$ cat config.mk
export PLATFORM = sky130hd
export DESIGN_NAME = slc_ctrl
export DESIGN_NICKNAME = d
export VERILOG_FILES = /design/src/slc_pkg.sv /design/src/slc_ctrl.sv
export SDC_FILE = /design/constraint.sdc
export NUM_CORES = 1
export LEC_CHECK = 0
export ABC_AREA = 1
export BUFFER_PORTS_ARGS = -buffer_cell sky130_fd_sc_hd__buf_2
export CAP_MARGIN = 20
export CORE_AREA = 3 3 40 42
export DETAILED_ROUTE_END_ITERATION = 16
export DIE_AREA = 0 0 43 45
export PLACE_DENSITY = 0.37
export SETUP_SLACK_MARGIN = 0.5
export SLEW_MARGIN = 10
export SYNTH_ARGS = -nofsm -noshare
export SYNTH_HDL_FRONTEND = slang
export SYNTH_SLANG_ARGS = --single-unit
$ cat constraint.sdc
create_clock -name i_clk -period 1.8 [get_ports i_clk]
set_input_delay 0.36 -clock i_clk [delete_from_list [all_inputs] [get_ports i_clk]]
set_output_delay 0.36 -clock i_clk [all_outputs]
set_load 0.03 [all_outputs]
$ cat src/slc_pkg.sv
// Shared constants, codes and controller/datapath types for the streaming convolution block.
package slc_pkg;

    localparam int MAX_TAPS    = 1024;
    localparam int SAMPLE_BITS = 16;

    localparam int ADDR_W     = $clog2(MAX_TAPS);
    localparam int CNT_W      = $clog2(MAX_TAPS + 1);
    localparam int PROD_W     = 2 * SAMPLE_BITS;
    localparam int ACC_W      = PROD_W + $clog2(MAX_TAPS) + 1;
    localparam int OUT_W      = 32;
    localparam int EXT_W      = (ACC_W > OUT_W + 1) ? ACC_W : OUT_W + 1;
    localparam int TAP_W      = 11;
    localparam int COEF_IDX_W = 10;
    localparam int PADDR_W    = 3;
    localparam int PDATA_W    = 32;

    localparam logic [TAP_W-1:0] TAP_COUNT_RESET = TAP_W'(1);

    localparam logic signed [ACC_W-1:0] ROUND_HALF = ACC_W'(1) << (SAMPLE_BITS - 2);
    localparam logic signed [EXT_W-1:0] SAT_HI     = EXT_W'(2147483647);
    localparam logic signed [EXT_W-1:0] SAT_LO     = -SAT_HI - EXT_W'(1);

    localparam logic ACT_COEF   = 1'b0;
    localparam logic ACT_SAMPLE = 1'b1;

    localparam logic REG_TAP_COUNT = 1'b0;

    typedef struct packed {
        logic coef_wr;
        logic start;
        logic step;
        logic load_out;
    } t_slc_cmd;

    typedef struct packed {
        logic walk_done;
        logic pipe_busy;
        logic out_free;
    } t_slc_sts;

endpackage

$ cat src/slc_ctrl.sv
// Controller state machine that sequences the multiply-accumulate walk for each sample.
module slc_ctrl import slc_pkg::*; (
    input  logic     i_clk,
    input  logic     i_rst_n,
    input  logic     i_valid,
    input  logic     i_action,
    output logic     o_ready,
    input  t_slc_sts i_sts,
    output t_slc_cmd o_cmd
);

    typedef enum logic [1:0] {
        S_IDLE,
        S_MAC,
        S_DRAIN,
        S_EMIT
    } t_state;

    t_state r_state;
    t_state n_state;
    logic   r_ready;

    always_comb begin
        o_cmd.coef_wr  = i_valid && r_ready && (i_action == ACT_COEF);
        o_cmd.start    = i_valid && r_ready && (i_action == ACT_SAMPLE);
        o_cmd.step     = (r_state == S_MAC) && !i_sts.walk_done;
        o_cmd.load_out = (r_state == S_EMIT) && i_sts.out_free;
    end

    always_comb begin
        n_state = r_state;
        case (r_state)
            S_IDLE: begin
                if (o_cmd.start) begin
                    n_state = S_MAC;
                end
            end
            S_MAC: begin
                if (i_sts.walk_done) begin
                    n_state = S_DRAIN;
                end
            end
            S_DRAIN: begin
                if (!i_sts.pipe_busy) begin
                    n_state = S_EMIT;
                end
            end
            S_EMIT: begin
                if (i_sts.out_free) begin
                    n_state = S_IDLE;
                end
            end
            default: begin
                n_state = S_IDLE;
            end
        endcase
    end

    always_ff @(posedge i_clk) begin
        if (!i_rst_n) begin
            r_state <= S_IDLE;
            r_ready <= 1'b1;
        end else begin
            r_state <= n_state;
            r_ready <= (n_state == S_IDLE);
        end
    end

    assign o_ready = r_ready;

`ifndef SYNTH
    a_idle_pipe_empty: assert property (@(posedge i_clk) disable iff (!i_rst_n)
        (r_state == S_IDLE) |-> !i_sts.pipe_busy)
        else $error("accumulator pipeline busy while idle");
    a_ready_idle: assert property (@(posedge i_clk) disable iff (!i_rst_n)
        r_ready == (r_state == S_IDLE))
        else $error("ready out of step with controller state");
    a_emit_after_drain: assert property (@(posedge i_clk) disable iff (!i_rst_n)
        o_cmd.load_out |-> !i_sts.pipe_busy)
        else $error("result loaded while products still in flight");
`endif

endmodule

==> results of run 1 <==
==> routing by layer <==
| layer | GRT usage, % | vias up |
|---|---|---|
| met5 | 0 | - |
| met4 | 5.42 | 0 |
| met3 | 5.18 | 0 |
| met2 | 8.38 | 12 |
| met1 | 5.53 | 87 |
| li1 | - | 106 |
==> timing repair <==
| item | 4_1_cts | 5_1_grt |
|---|---|---|
| endpoints found under the setup margin | 3 | 4 |
| gates cloned | 0 | 0 |
| pin swaps | 1 | 1 |
| gates resized for setup | 6 | 9 |
==> path summary, 6_finish.rpt <==
| kind | slack [ns] | start | end | cells after the start |
|---|---|---|---|---|
| setup / recovery | 0.49 | r_state[0]$_SDFF_PN0_ | o_cmd[1] | 2 |
| hold / removal | 0.41 | i_rst_n | r_state[1]$_SDFF_PN0_ | 3 |
| setup reg to reg | 0.92 | r_state[1]$_SDFF_PN0_ | r_state[0]$_SDFF_PN0_ | 4 |
| hold reg to reg | 0.58 | r_state[0]$_SDFF_PN0_ | r_state[1]$_SDFF_PN0_ | 2 |
==> state kept, by name, indices dropped and copies added, names as in the netlist <==
| name | count |
|---|---|
| o_ready | 1 |
| r_state | 2 |
==> area by class of cell <==
type	count	area, sq um	share of cell area, %
multi-input cells	18	109	35.5
repair buffers	11	72.6	23.7
flip-flops and latches	3	68.8	22.4
clock buffers	4	26.3	8.57
well taps	15	18.8	6.12
inverters	3	11.3	3.67
==> synth_stat cells <==
master,instances,area (sq um)
or2_1,1,6.26
nor3b_1,1,7.51
and2_1,1,6.26
nand3_1,3,15.0
nor2_1,6,22.5
inv_1,3,11.3
a21oi_1,3,15.0
nand2_1,2,7.51
o21ai_1,1,5.00
dfxtp_1,3,60.1
==> logic make-up (layout without fill, tap and decap cells) <==
| kind of cell | count (synthesis) | count (layout) | share of synthesized area (%) |
|---|---|---|---|
| simple gates | 14 | 14 | 41.6 |
| compound gates | 4 | 4 | 12.8 |
| flops | 3 | 3 | 38.4 |
| buf+inv | 3 | 18 | 7.20 |
==> metrics by stage <==
step	total power [mW]	instances	worst slack [ns]	hold WS (ns)
6_report	0.288	54	0.485	0.406
4_1_cts	0.286	54	0.486	0.394
3_3_place_gp	0.155	50	0.620	0.601
2_1_floorplan	0.131	24	0.555	0.512
5_1_grt	0.310	54	0.457	0.407
3_5_place_dp	0.154	50	0.606	0.585
==> critical path: cells and delay by family, from the launching register on <==
| kind | cells | cell delay [ns] |
|---|---|---|
| DFF | 1 | 0.37 |
| and+or+nand+nor | 1 | 0.20 |
| buffers and inverters | 1 | 0.15 |
==> power breakdown <==
part / internal, mW / total [mW] / switching [mW]
combinational: 0.0317 / 0.0751 / 0.0433
sequential: 0.0780 / 0.0906 / 0.0125
clock: 0.0833 / 0.122 / 0.0391
==> results_dict.tcl, run 1 <==
set metrics [dict create \
    slowest_delay_ns 0.37 \
    synth_area_sq_um 156 \
    layout-drive-gt1-share_pct 56.4 \
    start_kind "register" \
    status "complete, no violations" \
    route.met3.wl_um 54 \
    mostFrequentLayoutCell "buf_2" \
    h-tree-depth 1 \
    antenna_found_initial 0 \
    synth_nets 31 \
    core_area_sq_um 1280 \
    place.gp.congestion 0.655 \
    grt_pass1_wl_um 779 \
    routed.top_layer "met3" \
    avgSynthCellArea_sq_um 6.52 \
    slowest_stage "dfxtp_4" \
    root_buffer "clkbuf_4" \
    clock_sinks 3 \
    ys_ff_latch 3 \
    syn-instance-count 24 \
    rows 13 \
    clk_pin_slew_ns 0.04 \
    final_hold_viol_count 0 \
    wl_per_cell_um 8.93 \
    ctsHoldBuffers 0 \
    hold_class "in2reg" \
    die_area_sq_um 1940 \
    dr_wl_met2_um 198 \
    ys_warn_count 0 \
    maxCapViolCount 0 \
    fin_nets 47 \
    post_dp_cell_area_sq_um 238 \
    port_buffers 11 \
    fin_setup_tns_ns 0 \
    p_per_area_nw_per_um2 940 \
    rsz0062_at_grt "yes" \
    routed_via_density 3.80 \
    hpwl_um 338 \
    area_growth_pct 96.0 \
    cp.required_ns 1.44 \
    leakage_nw 0.142 \
    clockBufferDepth 2 \
    n_fill_cell 151 \
    fin_skew_ns 0.000392 \
    drt-pass1-iter-count 1 \
    cp.arrival_ns 0.95 \
    finalCritPeriodShare_pct 73.0 \
    final_util_pct 23.9 \
    slew_viol_final 0 \
    numCtsBuffers 3 \
    path_max_fanout 6 \
    grt_pass1_vias 209 \
    fp.dieH_um 45 \
    grt-ovfl-total 0 \
    layout_common_cells "7 x buf_2, 4 x nor2_1, 4 x clkbuf_4" \
    dr.first_iter.drc_count 0 \
    stdcell_area_sq_um 307 \
    worstSetupEndpointType "output pin" \
    tightestPinTransition_ns 0.158 \
    crit_type "reg2out" \
    ios 12 \
    grt_usage_pct 6.07 \
    period_needed_ns 1.31 \
    fp.dieW_um 43 \
    synth_cell_type_count 10 \
    relSlewSlack_pct 89.5 \
    initial_utilization_pct 12.2 \
    grt_max_degree 7 \
    finalSetupViolCount 0 \
    drc 0 \
    routed_wl_um 482 \
    path_cells "nor3b_4, buf_6" \
    clk_latency_ns 0.24 \
    antennaDiodeCount 0 \
    ir_drop_uv 347 \
    ys_seq_area_share_pct 38.4 \
    cts_tree "done" \
    vias 205 \
    m1WireLength_um 229 \
    max_freq_ghz 0.761 \
    antenna_left 0 \
    cts_setup_buffers 0 \
]
(Power assumes the default switching activity.)
==> run 2, diff against run 1 <==
ABC_AREA = 0   (was 1)
PLACE_DENSITY = 0.38   (was 0.37)
clock period = 1.1 ns   (was 1.8 ns; I/O delays follow)
==> results_dict.tcl, run 2 <==
set metrics [dict create \
    status "finished, violations left" \
    violations "negative setup slack" \
    relSlewSlack_pct 85.5 \
    synth_enable_flop_cells 0 \
    n_fill_cell 150 \
    vias 198 \
    clockBufferDepth 2 \
    ios 12 \
    avgSynthCellArea_sq_um 9.93 \
    p_per_area_nw_per_um2 1470 \
    routed_wl_um 517 \
    leakage_nw 0.159 \
    grt_max_degree 5 \
    hold_class "in2reg" \
    path_max_fanout 4 \
    synth-main-ff-cell "dfxtp_1" \
    yosys.area.top_type "dfxtp_1" \
    swShare_pct 31.2 \
    synth_area_sq_um 159 \
    final_hold_viol_count 0 \
    largest_register_ffs 2 \
    worstSetupEndpointType "output pin" \
    drc 0 \
    ys_warn_count 0 \
    fp.dieH_um 45 \
    clock_sinks 3 \
    die_area_sq_um 1940 \
    grt-ovfl-total 0 \
    fin_nets 42 \
    clk_latency_ns 0.23 \
    seqCellArea_sq_um 71.3 \
    dr.first_iter.drc_count 0 \
    ys_ff_latch 3 \
    routed.top_layer "met3" \
    synthTopCellsByCount "3 x dfxtp_1, 2 x and3_1" \
    timing.critical_path.from "r_state[0]$_SDFF_PN0_" \
    start_kind "register" \
    finalCritPeriodShare_pct 103 \
    p_switching_mw 0.170 \
    synth-compound-area-share_pct 26.0 \
    final_util_pct 28.7 \
    period_needed_ns 1.14 \
    synth-xor-area-share_pct 0 \
    core_area_sq_um 1280 \
    root_buffer "clkbuf_4" \
    rsz0062_at_grt "yes" \
    holdWs_ns 0.211 \
    tightestPinTransition_ns 0.217 \
    cp.required_ns 0.88 \
    synth_top_area_share_pct 37.8 \
    muxShareOfSynthArea_pct 9.45 \
    ir_drop_uv 475 \
    h-tree-depth 1 \
    slew_viol_final 0 \
    ctsHoldBuffers 0 \
    dr_wl_met2_um 261 \
    yosys.area_share.simple_pct 26.8 \
    internal-power_mw 0.374 \
    layout-drive-gt1-share_pct 88.2 \
    grt_pass1_vias 223 \
    grt_pass1_wl_um 897 \
    port_buffers 11 \
    synthTopCellsByArea "dfxtp_1 38%, mux2_4 9.4%, and3_1 7.9%, a21bo_2 6.3%, a21oi_2 5.5%" \
    m1WireLength_um 216 \
    layout_common_cells "6 x buf_2, 6 x buf_6, 3 x clkbuf_4, 3 x dfxtp_4, 2 x buf_4" \
    ys_async_sr_fraction_pct 0 \
    synth_nets 23 \
    area_growth_pct 132 \
    min_from "i_rst_n" \
    setup_slack_ns -0.0358 \
    power_mw 0.544 \
    fp.dieW_um 43 \
    drt-pass1-iter-count 1 \
    fin_skew_ns 0.00333 \
    syn-instance-count 16 \
    maxCapViolCount 0 \
    routed_via_density 4.04 \
    rows 13 \
    worstReg2RegStart "r_state[1]$_SDFF_PN0_" \
    wl_per_cell_um 10.6 \
    cts_tree "done" \
    pwr-share-seq_pct 28.3 \
    antenna_left 0 \
    finalSetupViolCount 3 \
    antenna_found_initial 0 \
    max_freq_ghz 0.880 \
    initial_utilization_pct 12.4 \
    place.gp.congestion 0.611 \
    synth_top_family_by_area "simple AND/OR/NAND/NOR gates" \
    synthAdderAreaFrac_pct 0 \
    grt_usage_pct 6.40 \
    multiInputGateArea_sq_um 140 \
    pwr-share-clk_pct 35.3 \
    synth_cell_type_count 13 \
    antennaDiodeCount 0 \
    cp.arrival_ns 0.92 \
    max_flop_register "r_state" \
    comb_power_share_pct 36.5 \
    crit_type "reg2out" \
    clk_pin_slew_ns 0.04 \
    numCtsBuffers 3 \
    synth.most_common_cell "dfxtp_1" \
    ys_seq_area_share_pct 37.8 \
    route.met3.wl_um 38 \
]
-- run 2: cell count changes in the layout (fill, tap and decap cells not counted), sizes merged, moves of 2 or more --
cell,delta
nor2,-5
buf,+4
and3,+3
inv,-3
nand3,-3
a21oi,-2
-- run 2: layout make-up --
cell class	instances	area share, %
Tap cell	15	5.08
Multi-Input combinational cell	13	38.0
Clock buffer	4	7.12
Timing Repair Buffer	14	30.5
Sequential cell	3	19.3
-- run 2: per-layer routing --
layer / GRT usage [%] / vias up
li1: - / 100
met1: 6.95 / 91
met2: 10.5 / 7
met3: 1.59 / 0
met4: 5.42 / 0
met5: 0 / -
-- run 2: power by group through the flow --
stage                     clock (mW)  sequential [mW]  combinational, mW
after detailed placement           0            0.158              0.138
final                          0.192            0.154              0.199
after global placement             0            0.157              0.137
after global routing           0.205            0.157              0.215
after floorplan                    0            0.169             0.0837
after CTS                      0.205            0.154              0.199
-- run 2: critical path, cell delays in order, from the launching register on --
cell,delay (ns)
dfxtp_4,0.35
nor3b_4,0.18
buf_6,0.15
-- run 2: worst paths after layout --
check,endpoint,slack (ns),cells past startpoint
max,o_cmd[1],-0.04,2
min,o_ready$_SDFF_PN1_,0.21,2
max reg2reg,r_state[0]$_SDFF_PN0_,0.06,4
min reg2reg,r_state[1]$_SDFF_PN0_,0.69,3
-- run 2: through the flow --
| stage | area, sq um | cells | setup TNS, ns | setup slack [ns] |
|---|---|---|---|---|
| floorplan | 199 | 16 | 0 | 0.135 |
| global placement | 273 | 42 | 0 | 0.0782 |
| detailed placement | 273 | 42 | 0 | 0.0775 |
| CTS | 365 | 49 | -0.121 | -0.0535 |
| global route | 369 | 49 | -0.155 | -0.0588 |
| finish | 369 | 49 | -0.0774 | -0.0358 |
-- run 2: timing repair --
action                     CTS  global route
pin swaps                    4             0
buffers inserted             3             0
resized for setup           13             1
setup endpoints to repair    8             8
cloned                       0             0
-- run 2: logic make-up (layout without fill, tap and decap cells) --
family          Yosys count  after routing
flops                     3              3
simple gates              7              7
compound gates            5              5
mux                       1              1
buf+inv                   0             18
==> run 3, diff against run 2 <==
ABC_AREA = 1   (was 0)
RECOVER_POWER = 50   (was not set)
clock period = 1 ns   (was 1.1 ns; I/O delays follow)
==> results_dict.tcl, run 3 (synthesis results as in run 1) <==
set metrics [dict create \
    area_growth_pct 166 \
    status "finished, violations left" \
    swShare_pct 33.7 \
    route.met3.wl_um 29 \
    dp.cells 50 \
    rows 13 \
    max_freq_ghz 0.890 \
    clockBufferDepth 2 \
    setup_slack_ns -0.124 \
    violations "negative setup slack" \
    dr.first_iter.drc_count 5 \
    largest_register_ffs 2 \
    routed.top_layer "met4" \
    stdcell_area_sq_um 417 \
    slew_viol_final 0 \
    finalSetupViolCount 7 \
    cp.required_ns 0.80 \
    ir_drop_uv 364 \
    grt_pass1_vias 255 \
    n_fill_cell 141 \
    period_needed_ns 1.12 \
    relSlewSlack_pct 86.5 \
    mostFrequentLayoutCell "buf_6" \
    layout-drive-gt1-share_pct 77.3 \
    antennaDiodeCount 0 \
    die_area_sq_um 1940 \
    place.gp.congestion 0.674 \
    maxCapViolCount 0 \
    pwr-share-seq_pct 26.8 \
    pwr-share-clk_pct 35.0 \
    numCtsBuffers 3 \
    routed_via_density 4.03 \
    fin_nets 52 \
    hold_class "in2reg" \
    fp.dieH_um 45 \
    drt-pass1-iter-count 4 \
    clk_latency_ns 0.24 \
    p_switching_mw 0.210 \
    antenna_found_initial 0 \
    worstSetupEndpointType "output pin" \
    comb_power_share_pct 38.2 \
    final_util_pct 32.4 \
    place_ws_ns 0.0383 \
    routed_wl_um 663 \
    grt_pass1_wl_um 924 \
    initial_utilization_pct 12.2 \
    root_buffer "clkbuf_4" \
    clock_sinks 3 \
    m1WireLength_um 172 \
    h-tree-depth 1 \
    power_mw 0.624 \
    post_dp_cell_area_sq_um 287 \
    core_area_sq_um 1280 \
    clk_pin_slew_ns 0.04 \
    grt_usage_pct 6.74 \
    internal-power_mw 0.414 \
    fp.dieW_um 43 \
    tightestPinTransition_ns 0.203 \
    cts_tree "done" \
    fin_skew_ns 0.00213 \
    final_hold_viol_count 0 \
    stdcell_count 59 \
    dr_wl_met2_um 440 \
    p_per_area_nw_per_um2 1500 \
    wl_per_cell_um 11.2 \
    drc 0 \
    port_buffers 11 \
    crit_type "reg2out" \
    ios 12 \
    grt_max_degree 5 \
    max_flop_register "r_state" \
    start_kind "register" \
    cp.arrival_ns 0.92 \
    layout_common_cells "8 x buf_6, 6 x buf_2, 3 x clkbuf_4, 3 x dfxtp_4" \
    vias 238 \
    leakage_nw 0.180 \
    finalCritPeriodShare_pct 112 \
    antenna_left 0 \
    rsz0062_at_grt "yes" \
    path_max_fanout 3 \
    ctsHoldBuffers 0 \
    grt-ovfl-total 0 \
]
==> run 3: path summary, 6_finish.rpt <==
| kind | start | endpoint | slack [ns] | cells after the start |
|---|---|---|---|---|
| setup reg to reg | r_state[0]$_SDFF_PN0_ | o_ready$_SDFF_PN1_ | -0.07 | 5 |
| setup / recovery | r_state[1]$_SDFF_PN0_ | o_cmd[1] | -0.12 | 2 |
| hold / removal | i_rst_n | r_state[1]$_SDFF_PN0_ | 0.21 | 3 |
| hold reg to reg | r_state[0]$_SDFF_PN0_ | r_state[1]$_SDFF_PN0_ | 0.63 | 3 |
==> run 3: layout make-up <==
class                      instances  area (sq um)  area share (%)
inverter                           3          13.8            3.30
timing repair buffer              16           135            32.4
tap                               15          18.8            4.50
multi-input combinational         18           151            36.3
clock buffer                       4          26.3            6.31
sequential                         3          71.3            17.1
==> run 3: through the flow <==
step,hold WS (ns),TNS (ns)
final,0.214,-0.531
after global routing,0.237,-0.744
after CTS,0.239,-0.344
after detailed placement,0.479,0
after global placement,0.483,0
after floorplan,0.342,0
==> run 3: routing by layer <==
metal / up-vias / GRT usage (%)
met5: - / 0
met4: 0 / 7.23
met3: 5 / 2.39
met2: 8 / 11.1
met1: 108 / 6.25
li1: 117 / -
==> run 3: worst max-delay path: stages, from the launching register on <==
cell,delay (ns)
dfxtp_4,0.35
nor3b_4,0.18
buf_6,0.15
==> run 3: what timing repair did <==
item,CTS,global route
resized for setup,15,7
endpoints found under the setup margin,8,8
buffers inserted,3,2
pin swaps,3,1
gates cloned,0,0
==> run 3: power groups by stage <==
stage | clock, mW | combinational [mW] | sequential (mW)
finish | 0.219 | 0.239 | 0.167
global route | 0.226 | 0.258 | 0.170
CTS | 0.223 | 0.199 | 0.166
detailed placement | 0 | 0.144 | 0.168
global placement | 0 | 0.144 | 0.167
floorplan | 0 | 0.0869 | 0.180
